## config.mk

```make
export PLATFORM = sky130hd
export DESIGN_NAME = reply_prefix_subject_start_finder
export DESIGN_NICKNAME = d
export VERILOG_FILES = /design/src/hdl/rpsf_pkg.sv /design/src/hdl/rpsf_match.sv /design/src/hdl/rpsf_out.sv /design/src/hdl/reply_prefix_subject_start_finder.sv
export SDC_FILE = /design/constraint.sdc
export NUM_CORES = 1
export LEC_CHECK = 0
export BUFFER_PORTS_ARGS = -buffer_cell sky130_fd_sc_hd__buf_2
export CORE_AREA = 2 2 73 75
export DETAILED_ROUTE_END_ITERATION = 16
export DIE_AREA = 0 0 75 77
export PLACE_DENSITY = 0.78
export SYNTH_ARGS = -nofsm -noshare
export SYNTH_HDL_FRONTEND = slang
export SYNTH_SLANG_ARGS = --single-unit
```

## constraint.sdc

```tcl
create_clock -name clk -period 3.88 [get_ports clk]
set_clock_uncertainty 0.2 [all_clocks]
set_input_delay 0.194 -clock clk [delete_from_list [all_inputs] [get_ports clk]]
set_output_delay 0.194 -clock clk [all_outputs]
set_load 0.02 [all_outputs]
```

## src/hdl/rpsf_pkg.sv

```systemverilog
`timescale 1ns / 1ps

package rpsf_pkg;

    localparam int MAX_SUBJECT_LEN_DEFAULT = 4096;
    localparam int OFF_W   = 12;
    localparam int DATA_W  = 16;
    localparam int CHAR_W  = 8;
    localparam int PHASE_W = 4;

    // matcher phases
    localparam logic [PHASE_W-1:0] PH_LEAD     = 4'd0;
    localparam logic [PHASE_W-1:0] PH_R        = 4'd1;
    localparam logic [PHASE_W-1:0] PH_F        = 4'd2;
    localparam logic [PHASE_W-1:0] PH_FW       = 4'd3;
    localparam logic [PHASE_W-1:0] PH_KEYWORD  = 4'd4;
    localparam logic [PHASE_W-1:0] PH_BRACKET  = 4'd5;
    localparam logic [PHASE_W-1:0] PH_DIGITS   = 4'd6;
    localparam logic [PHASE_W-1:0] PH_BR_SPACE = 4'd7;
    localparam logic [PHASE_W-1:0] PH_COLON    = 4'd8;

    typedef struct packed {
        logic               ok;
        logic               commit;
        logic [PHASE_W-1:0] phase;
    } match_res_t;

endpackage

```

## src/hdl/rpsf_match.sv

```systemverilog
`timescale 1ns / 1ps

module rpsf_match (
    input  logic [rpsf_pkg::PHASE_W-1:0] phase,
    input  logic [rpsf_pkg::CHAR_W-1:0]  char_byte,
    output rpsf_pkg::match_res_t         res
);

    localparam logic [7:0] CH_R      = 8'h72;
    localparam logic [7:0] CH_E      = 8'h65;
    localparam logic [7:0] CH_F      = 8'h66;
    localparam logic [7:0] CH_W      = 8'h77;
    localparam logic [7:0] CH_D      = 8'h64;
    localparam logic [7:0] CH_LBRACK = 8'h5B;
    localparam logic [7:0] CH_RBRACK = 8'h5D;
    localparam logic [7:0] CH_COLON  = 8'h3A;

    logic       ws;
    logic       digit;
    logic [7:0] lc;

    always_comb
    begin
        ws    = (char_byte == 8'h20) || (char_byte >= 8'h09 && char_byte <= 8'h0D);
        digit = (char_byte >= 8'h30) && (char_byte <= 8'h39);
        lc    = (char_byte >= 8'h41 && char_byte <= 8'h5A) ? char_byte + 8'h20 : char_byte;
    end

    always_comb
    begin
        res.ok     = 1'b0;
        res.commit = 1'b0;
        res.phase  = phase;
        unique case (phase)
            rpsf_pkg::PH_LEAD, rpsf_pkg::PH_COLON:
            begin
                if (ws)
                begin
                    res.ok     = 1'b1;
                    // whitespace after a colon extends the committed prefix
                    res.commit = (phase == rpsf_pkg::PH_COLON);
                end
                else if (lc == CH_R)
                begin
                    res.ok    = 1'b1;
                    res.phase = rpsf_pkg::PH_R;
                end
                else if (lc == CH_F)
                begin
                    res.ok    = 1'b1;
                    res.phase = rpsf_pkg::PH_F;
                end
            end
            rpsf_pkg::PH_R:
            begin
                if (lc == CH_E)
                begin
                    res.ok    = 1'b1;
                    res.phase = rpsf_pkg::PH_KEYWORD;
                end
            end
            rpsf_pkg::PH_F:
            begin
                if (lc == CH_W)
                begin
                    res.ok    = 1'b1;
                    res.phase = rpsf_pkg::PH_FW;
                end
            end
            rpsf_pkg::PH_FW:
            begin
                if (lc == CH_D)
                begin
                    res.ok    = 1'b1;
                    res.phase = rpsf_pkg::PH_KEYWORD;
                end
            end
            rpsf_pkg::PH_KEYWORD:
            begin
                if (char_byte == CH_LBRACK)
                begin
                    res.ok    = 1'b1;
                    res.phase = rpsf_pkg::PH_BRACKET;
                end
                else if (char_byte == CH_COLON)
                begin
                    res.ok     = 1'b1;
                    res.commit = 1'b1;
                    res.phase  = rpsf_pkg::PH_COLON;
                end
            end
            rpsf_pkg::PH_BRACKET:
            begin
                if (digit)
                begin
                    res.ok    = 1'b1;
                    res.phase = rpsf_pkg::PH_DIGITS;
                end
            end
            rpsf_pkg::PH_DIGITS:
            begin
                if (digit)
                begin
                    res.ok = 1'b1;
                end
                else if (char_byte == CH_RBRACK)
                begin
                    res.ok    = 1'b1;
                    res.phase = rpsf_pkg::PH_BR_SPACE;
                end
            end
            rpsf_pkg::PH_BR_SPACE:
            begin
                if (ws)
                begin
                    res.ok = 1'b1;
                end
                else if (char_byte == CH_COLON)
                begin
                    res.ok     = 1'b1;
                    res.commit = 1'b1;
                    res.phase  = rpsf_pkg::PH_COLON;
                end
            end
            default:
            begin
                res.ok = 1'b0;
            end
        endcase
    end

endmodule

```

## src/hdl/rpsf_out.sv

```systemverilog
`timescale 1ns / 1ps

module rpsf_out (
    input  logic                        clk,
    input  logic                        rst_n,
    input  logic                        load,
    input  logic [rpsf_pkg::OFF_W-1:0]  start_offset,
    input  logic                        too_long,
    output logic                        can_load,
    output logic                        m_tvalid,
    input  logic                        m_tready,
    output logic [rpsf_pkg::DATA_W-1:0] m_tdata,   // start_offset[11:0], zero fill
    output logic                        m_tuser    // too_long
);

    logic                       valid_reg;
    logic                       valid_next;
    logic [rpsf_pkg::OFF_W-1:0] offset_reg;
    logic                       too_long_reg;

    // register is free when empty or being drained this cycle
    assign can_load = !valid_reg || m_tready;

    always_comb
    begin
        valid_next = valid_reg;
        if (load)
        begin
            valid_next = 1'b1;
        end
        else if (m_tready)
        begin
            valid_next = 1'b0;
        end
    end

    always_ff @(posedge clk or negedge rst_n)
    begin
        if (!rst_n)
        begin
            valid_reg <= 1'b0;
        end
        else
        begin
            valid_reg <= valid_next;
        end
    end

    always_ff @(posedge clk)
    begin
        if (load)
        begin
            offset_reg   <= start_offset;
            too_long_reg <= too_long;
        end
    end

    assign m_tvalid = valid_reg;
    assign m_tdata  = {{(rpsf_pkg::DATA_W - rpsf_pkg::OFF_W){1'b0}}, offset_reg};
    assign m_tuser  = too_long_reg;

endmodule

```

## src/hdl/reply_prefix_subject_start_finder.sv

```systemverilog
`timescale 1ns / 1ps
// one byte accepted per cycle, back to back, while the result register is free or draining
// result appears on the master side in the cycle after the deciding byte is accepted
// at most one result per string; the remaining bytes of a decided string are consumed silently
// asynchronous active-low reset returns the matcher to the leading whitespace phase
// and empties the result register

module reply_prefix_subject_start_finder #(
    parameter int MAX_SUBJECT_LEN = rpsf_pkg::MAX_SUBJECT_LEN_DEFAULT
) (
    input  logic                        clk,
    input  logic                        rst_n,
    input  logic                        s_tvalid,
    output logic                        s_tready,
    input  logic [rpsf_pkg::CHAR_W-1:0] s_tdata,   // char_byte
    input  logic                        s_tlast,   // is_final
    output logic                        m_tvalid,
    input  logic                        m_tready,
    output logic [rpsf_pkg::DATA_W-1:0] m_tdata,   // start_offset[11:0], zero fill
    output logic                        m_tuser    // too_long
);

    localparam int POS_W = $clog2(MAX_SUBJECT_LEN);
    localparam int EXT_W = (POS_W > rpsf_pkg::OFF_W) ? POS_W : rpsf_pkg::OFF_W;
    localparam logic [POS_W-1:0] OFFSET_CAP = POS_W'(MAX_SUBJECT_LEN - 1);

    logic [rpsf_pkg::PHASE_W-1:0] phase_reg, phase_next;
    logic [POS_W-1:0]             pos_reg, pos_next;
    logic [POS_W-1:0]             committed_reg, committed_next;
    logic                         sent_reg, sent_next;
    logic                         ovf_reg, ovf_next;

    rpsf_pkg::match_res_t         mres;
    logic                         accept;
    logic                         at_cap;
    logic [POS_W-1:0]             pos_step;
    logic [POS_W-1:0]             committed_step;
    logic [EXT_W-1:0]             committed_ext;
    logic                         ovf_step;
    logic                         emit;
    logic                         can_load;

    rpsf_match u_match (
        .phase     (phase_reg),
        .char_byte (s_tdata),
        .res       (mres)
    );

    assign s_tready = can_load;
    assign accept   = s_tvalid && s_tready;

    always_comb
    begin
        at_cap         = (pos_reg >= OFFSET_CAP);
        pos_step       = at_cap ? OFFSET_CAP : pos_reg + 1'b1;
        ovf_step       = ovf_reg || at_cap;
        committed_step = mres.commit ? pos_step : committed_reg;
        committed_ext  = EXT_W'(committed_step);
        emit           = accept && !sent_reg && (!mres.ok || s_tlast);

        phase_next     = phase_reg;
        pos_next       = pos_reg;
        committed_next = committed_reg;
        sent_next      = sent_reg;
        ovf_next       = ovf_reg;
        if (accept)
        begin
            if (s_tlast)
            begin
                phase_next     = rpsf_pkg::PH_LEAD;
                pos_next       = '0;
                committed_next = '0;
                sent_next      = 1'b0;
                ovf_next       = 1'b0;
            end
            else if (!sent_reg)
            begin
                phase_next     = mres.phase;
                pos_next       = pos_step;
                committed_next = committed_step;
                ovf_next       = ovf_step;
                sent_next      = !mres.ok;
            end
        end
    end

    always_ff @(posedge clk or negedge rst_n)
    begin
        if (!rst_n)
        begin
            phase_reg     <= rpsf_pkg::PH_LEAD;
            pos_reg       <= '0;
            committed_reg <= '0;
            sent_reg      <= 1'b0;
            ovf_reg       <= 1'b0;
        end
        else
        begin
            phase_reg     <= phase_next;
            pos_reg       <= pos_next;
            committed_reg <= committed_next;
            sent_reg      <= sent_next;
            ovf_reg       <= ovf_next;
        end
    end

    rpsf_out u_out (
        .clk          (clk),
        .rst_n        (rst_n),
        .load         (emit),
        .start_offset (committed_ext[rpsf_pkg::OFF_W-1:0]),
        .too_long     (ovf_step),
        .can_load     (can_load),
        .m_tvalid     (m_tvalid),
        .m_tready     (m_tready),
        .m_tdata      (m_tdata),
        .m_tuser      (m_tuser)
    );

endmodule

```

==> flow_metrics.env, run 1 <==
export IMPL_status="finished clean"
export IMPL_n_antenna_cell=0
export IMPL_cp_data_required_time_ns=3.59
export IMPL_fin_cells=386
export IMPL_cts_htree_levels=2
export IMPL_ys_async_sr_fraction=0.705
export IMPL_drive_above_1_share=0.161
export IMPL_r2r_cells=6
export IMPL_drv_slew=0
export IMPL_mostFrequentLayoutCells="nand2_1, dfrtp_1, o21ai_0, buf_2"
export IMPL_grt_overflow_total=0
export IMPL_grt_setup_unrepaired="false"
export IMPL_io_pins=32
export IMPL_fin_area_sq_um=3050
export IMPL_routed_wl_um=5990
export IMPL_regArea_sq_um=1170
export IMPL_chipWidth_um=75
export IMPL_drt_iter0_markers=180
export IMPL_total_leakage_power_nw=1.27
export IMPL_maxCapViolCount=0
export IMPL_p_per_area_nw_per_um2=300
export IMPL_cts_repair_resized=0
export IMPL_p_switching_mw=0.257
export IMPL_setup_tns_final_ns=0
export IMPL_ys_ff_latch=44
export IMPL_finalWorstSetupSlack_ns=0.864
export IMPL_rows=26
export IMPL_p_comb_frac=0.147
export IMPL_mostFrequentLayoutCell="nand2_1"
export IMPL_path_clk_slew_ns=0.08
export IMPL_ir_drop_uv=147
export IMPL_drc_errors=0
export IMPL_grt_pass1_wl_um=10100
export IMPL_port_buffers=27
export IMPL_ant_nets=0
export IMPL_core_sq_um=4980
export IMPL_grt_usage=0.220
export IMPL_clock_sinks=44
export IMPL_min_to="ovf_reg"
export IMPL_n_fill_cell=448
export IMPL_place_hpwl_um=4340
export IMPL_clockPowerShare=0.300
export IMPL_syn_cell_area_sq_um=2850
export IMPL_cts_tree="yes"
export IMPL_fmax_mhz=332
export IMPL_hold_path_class="in2reg"
export IMPL_finalCriticalPeriod_ns=3.02
export IMPL_report_final_hold_viol_count=0
export IMPL_syn_area_per_cell_sq_um=9.53
export IMPL_hold_path_startpoint="s_tlast"
export IMPL_grt_max_degree=32
export IMPL_p_int_mw=0.658
export IMPL_hold_path_cell_count=2
export IMPL_first_pass_iters=4
export IMPL_worstSkewPairLatency_ns=0.29
export IMPL_postLayoutCoreUtil=0.613
export IMPL_rrSetupSlack_ns=0.87
export IMPL_initial_utilization=0.572
export IMPL_dpl_cell_count=377
export IMPL_synth_cells=299
export IMPL_power_mw=0.914
export IMPL_fin_crit_sh=0.777
export IMPL_placed_area_sq_um=2960
export IMPL_numCtsBuffers=5
export IMPL_place_congestion=0.914
export IMPL_antenna_found_initial=0
export IMPL_cp_arrival_ns=2.73
export IMPL_dp_slack_ns=0.591
export IMPL_tightestPinTransition_ns=1.12
export IMPL_cts_path_max_buffers=2
export IMPL_yosys_top_cells_area="dfrtp_1, edfxtp_1, nand2_1, o21ai_0, a22o_1"
export IMPL_worstSetupEndpointType="flop"
export IMPL_ys_warn_count=0
export IMPL_timing_rr_start="phase_reg[1]"
export IMPL_rr_endpoint="u_out.offset_reg[2]"
export IMPL_swShare=0.281
export IMPL_viasPerCell=6.10
export IMPL_synth_edf_count=13
export IMPL_yosysTopAreaCell="dfrtp_1"
export IMPL_cts_setup_buffers=0
export IMPL_holdWs_ns=0.0199
export IMPL_synthFlopType="dfrtp_1"
export IMPL_post_drt_wl_per_cell_um=15.5
export IMPL_crit_path_start_kind="input pin"
export IMPL_ys_types=65
export IMPL_die_height_um=77
export IMPL_die_area_sq_um=5780
export IMPL_max_slew_margin_rel=0.255
export IMPL_ctsRootBufferMaster="clkbuf_8"
export IMPL_critPathMaxFanout=13
export IMPL_multi_input_comb_area_sq_um=1530
export IMPL_p_seq_frac=0.553
export IMPL_grt_pass1_vias=2147
export IMPL_worstSetupPathType="in2reg"
export IMPL_syn2layout_area_growth_pct=7.03
export IMPL_fin_nets=331
export IMPL_synth_top_area_share=0.272
export IMPL_seq_area_frac_synth=0.409
export IMPL_num_vias=2356
export IMPL_setup_violations=0
power by group through the flow:
stage               logic, mW  clock network [mW]  registers [mW]
floorplan              0.0852                   0           0.524
global placement        0.131                   0           0.514
detailed placement      0.133                   0           0.514
CTS                     0.135               0.279           0.505
global route            0.150               0.297           0.508
finish                  0.134               0.275           0.506
final cells by class:
type	count	share of cell area
Clock inverter	2	0.00369
Tap cell	70	0.0287
Inverter	9	0.0111
Sequential cell	44	0.382
Multi-Input combinational cell	226	0.500
Timing Repair Buffer	29	0.0501
Clock buffer	6	0.0238
Yosys cell counts, drive strengths merged, types with 2 or more instances:
library cell / count
a211o: 2
a211oi: 3
a21boi: 2
a21oi: 15
a221oi: 2
a22o: 14
a22oi: 2
a31oi: 4
a41o: 2
and3: 2
and3b: 2
and4: 5
and4bb: 2
buf: 14
clkbuf: 9
dfrtp: 31
edfxtp: 13
ha: 3
inv: 9
mux2: 8
mux2i: 6
nand2: 38
nand2b: 5
nand3: 10
nand4: 5
nor2: 11
nor2b: 3
nor3: 6
nor3b: 4
nor4: 2
o211ai: 5
o21ai: 28
o2bb2ai: 5
o31ai: 3
xnor2: 3
xor2: 3
cells by family after synthesis:
kind of cell    count (synthesis)  share of synthesized area
compound gates                 98                      0.247
buf+inv                        32                     0.0610
xor+xnor                        6                     0.0184
simple gates                  101                      0.197
fa+ha+maj                       3                     0.0132
flops                          44                      0.409
mux                            14                     0.0527
other cells                     1                    0.00132
repair_timing:
action,4_1_cts,5_1_grt
endpoints found under the setup margin,0,0
hold endpoints to repair,31,0
hold buffers,1,0
metal layers:
metal / global-route usage / share of wire / up-vias
met5: 0 / 0 / -
met4: 0.0732 / 0.015 / 0
met3: 0.0355 / 0.032 / 8
met2: 0.346 / 0.49 / 58
met1: 0.305 / 0.47 / 1133
li1: - / - / 1157
worst max path at each step:
stage	end	slack [ns]	cells past startpoint	start
after floorplan	u_out.m_tuser	0.81	7	s_tdata[5]
after global placement	u_out.offset_reg[0]	0.73	7	s_tdata[5]
after detailed placement	u_out.offset_reg[0]	0.59	7	s_tdata[5]
after CTS	u_out.offset_reg[0]	0.87	6	phase_reg[1]
after global routing	u_out.offset_reg[2]	0.59	7	s_tdata[5]
final	u_out.offset_reg[2]	0.86	7	s_tdata[5]
critical path: stages:
cell and delay (ns):
buf_2 0.22, and3b_1 0.22, o211ai_1 0.30, nand2_1 0.18, o311ai_0 0.41, o211ai_1 0.22, a211oi_2 0.97
(Power assumes the default switching activity.)
==> inputs of run 2 (changes only) <==
==> constraint.sdc (replaced) <==
create_clock -name clk -period 2.8 [get_ports clk]
set_clock_uncertainty 0.2 [all_clocks]
set_input_delay 0.14 -clock clk [delete_from_list [all_inputs] [get_ports clk]]
set_output_delay 0.14 -clock clk [all_outputs]
set_load 0.02 [all_outputs]
==> run 2 against run 1 <==
  * Non-clock buffer count increased by 36
  * Wire length increased by 10%
  * Count of clock-buffer cells in the layout unchanged
  * Total power increased by 56%
  * Core utilization increased by 6.4 points
  * Global-route usage increased by 3.0 points
  * Worst hold slack improved by 0.0036 ns
  * Register-to-register slack got worse by 0.66 ns
  * Design area increased by 10%
  * Sequential share of layout area decreased by 3.6 points
==> flow_metrics.env, run 2 (synthesized netlist as in run 1, its figures left out) <==
export IMPL_numCtsBuffers=5
export IMPL_cts_tree="yes"
export IMPL_grt_usage=0.251
export IMPL_worstSetupEndpointType="flop"
export IMPL_critPathMaxFanout=14
export IMPL_grt_pass1_vias=2482
export IMPL_hold_path_startpoint="s_tvalid"
export IMPL_rr_endpoint="phase_reg[0]"
export IMPL_ir_drop_uv=213
export IMPL_use_met3=0.0499
export IMPL_finalCriticalPeriod_ns=2.59
export IMPL_post_drt_wl_per_cell_um=15.7
export IMPL_worstSetupPathType="reg2reg"
export IMPL_cp_data_required_time_ns=2.78
export IMPL_crit_path_start_kind="flop"
export IMPL_total_leakage_power_nw=1.48
export IMPL_grt_pass1_wl_um=11400
export IMPL_drv_slew=0
export IMPL_ctsRootBufferMaster="clkbuf_8"
export IMPL_mostFrequentLayoutCells="nand2_1, buf_4, dfrtp_1, o21ai_0, buf_2"
export IMPL_max_slew_margin_rel=0.516
export IMPL_report_final_hold_viol_count=0
export IMPL_io_pins=32
export IMPL_cts_setup_buffers=0
export IMPL_maxCapViolCount=0
export IMPL_routed_wl_um=6610
export IMPL_met1_usage=0.327
export IMPL_cts_htree_levels=2
export IMPL_fmax_mhz=386
export IMPL_core_sq_um=4980
export IMPL_grt_setup_unrepaired="false"
export IMPL_hold_path_class="in2reg"
export IMPL_setup_violations=0
export IMPL_die_height_um=77
export IMPL_rrSetupSlack_ns=0.21
export IMPL_first_pass_iters=4
export IMPL_place_congestion=0.934
export IMPL_status="finished clean"
export IMPL_n_fill_cell=408
export IMPL_worstSetupEndpoint="phase_reg[0]"
export IMPL_die_area_sq_um=5780
export IMPL_p_per_area_nw_per_um2=423
export IMPL_regArea_sq_um=1170
export IMPL_timing_rr_start="phase_reg[1]"
export IMPL_initial_utilization=0.572
export IMPL_port_buffers=27
export IMPL_syn2layout_area_growth_pct=18.2
export IMPL_num_vias=2559
export IMPL_cts_path_max_buffers=2
export IMPL_postLayoutCoreUtil=0.676
export IMPL_viasPerCell=6.06
export IMPL_path_clk_slew_ns=0.07
export IMPL_use_met2=0.399
export IMPL_cp_arrival_ns=2.57
export IMPL_drive_above_1_share=0.250
export IMPL_worstSkewPairLatency_ns=0.30
export IMPL_tightestPinTransition_ns=0.724
export IMPL_r2r_cells=7
export IMPL_place_hpwl_um=4950
export IMPL_fin_nets=367
export IMPL_drc_errors=0
export IMPL_top_usage_layer="met2"
export IMPL_drt_iter0_markers=248
export IMPL_multi_input_comb_area_sq_um=1530
export IMPL_crit_start="phase_reg[1]"
export IMPL_grt_max_degree=32
export IMPL_fin_crit_sh=0.925
export IMPL_mostFrequentLayoutCell="nand2_1"
export IMPL_chipWidth_um=75
export IMPL_n_antenna_cell=0
export IMPL_grt_overflow_total=0
export IMPL_rows=26
export IMPL_clock_sinks=44
export IMPL_setup_tns_final_ns=0
export IMPL_antenna_found_initial=0
export IMPL_ant_nets=0
## run 2: final cells by class
type,count,area share
clock buffer,6,0.0245
sequential,44,0.346
timing repair buffer,65,0.126
clock inverter,2,0.0115
inverter,9,0.0100
multi-input combinational,226,0.455
tap,70,0.0260
## run 2: power by group
group          switching (mW)  leakage [nW]  internal [mW]
clock                   0.212        0.0614          0.292
combinational           0.141         0.863         0.0785
sequential             0.0171         0.552          0.684
## run 2: through the flow
step           cell area [sq um]  power (mW)  cells  hold WS [ns]  setup slack, ns
2_1_floorplan               2870       0.845    302        -0.356            0.208
3_3_place_gp                3220       0.922    412        0.0228          -0.0738
3_5_place_dp                3220       0.926    412        0.0372           -0.206
4_1_cts                     3370        1.43    422        0.0123            0.228
5_1_grt                     3370        1.49    422        0.0227           0.0297
6_report                    3370        1.42    422        0.0235            0.209
## run 2: worst max-delay path: stages (launching register included)
cell and delay, ns:
dfrtp_1 0.62, buf_4 0.20, xor2_1 0.19, nand4_1 0.13, a221o_1 0.38, a221oi_1 0.22, o211a_1 0.23, mux2_1 0.32
## run 2: worst min-delay path by stage
| stage | slack [ns] | cells past startpoint | endpoint |
|---|---|---|---|
| detailed placement | 0.04 | 1 | committed_reg[4] |
| global placement | 0.02 | 1 | committed_reg[3] |
| global route | 0.02 | 3 | u_out.m_tvalid |
| CTS | 0.01 | 3 | u_out.m_tvalid |
| finish | 0.02 | 3 | u_out.m_tvalid |
| floorplan | -0.36 | 0 | committed_reg[0] |
## run 2: per-layer routing
metal	up-vias	share of wire
met3	19	0.052
li1	1226	-
met2	85	0.50
met1	1229	0.42
met4	0	0.027
met5	-	0
## run 2: what timing repair did
action	in CTS	in global routing
endpoints found under the hold margin	32	0
resized for setup	1	0
setup endpoints to repair	13	0
hold buffers	2	0
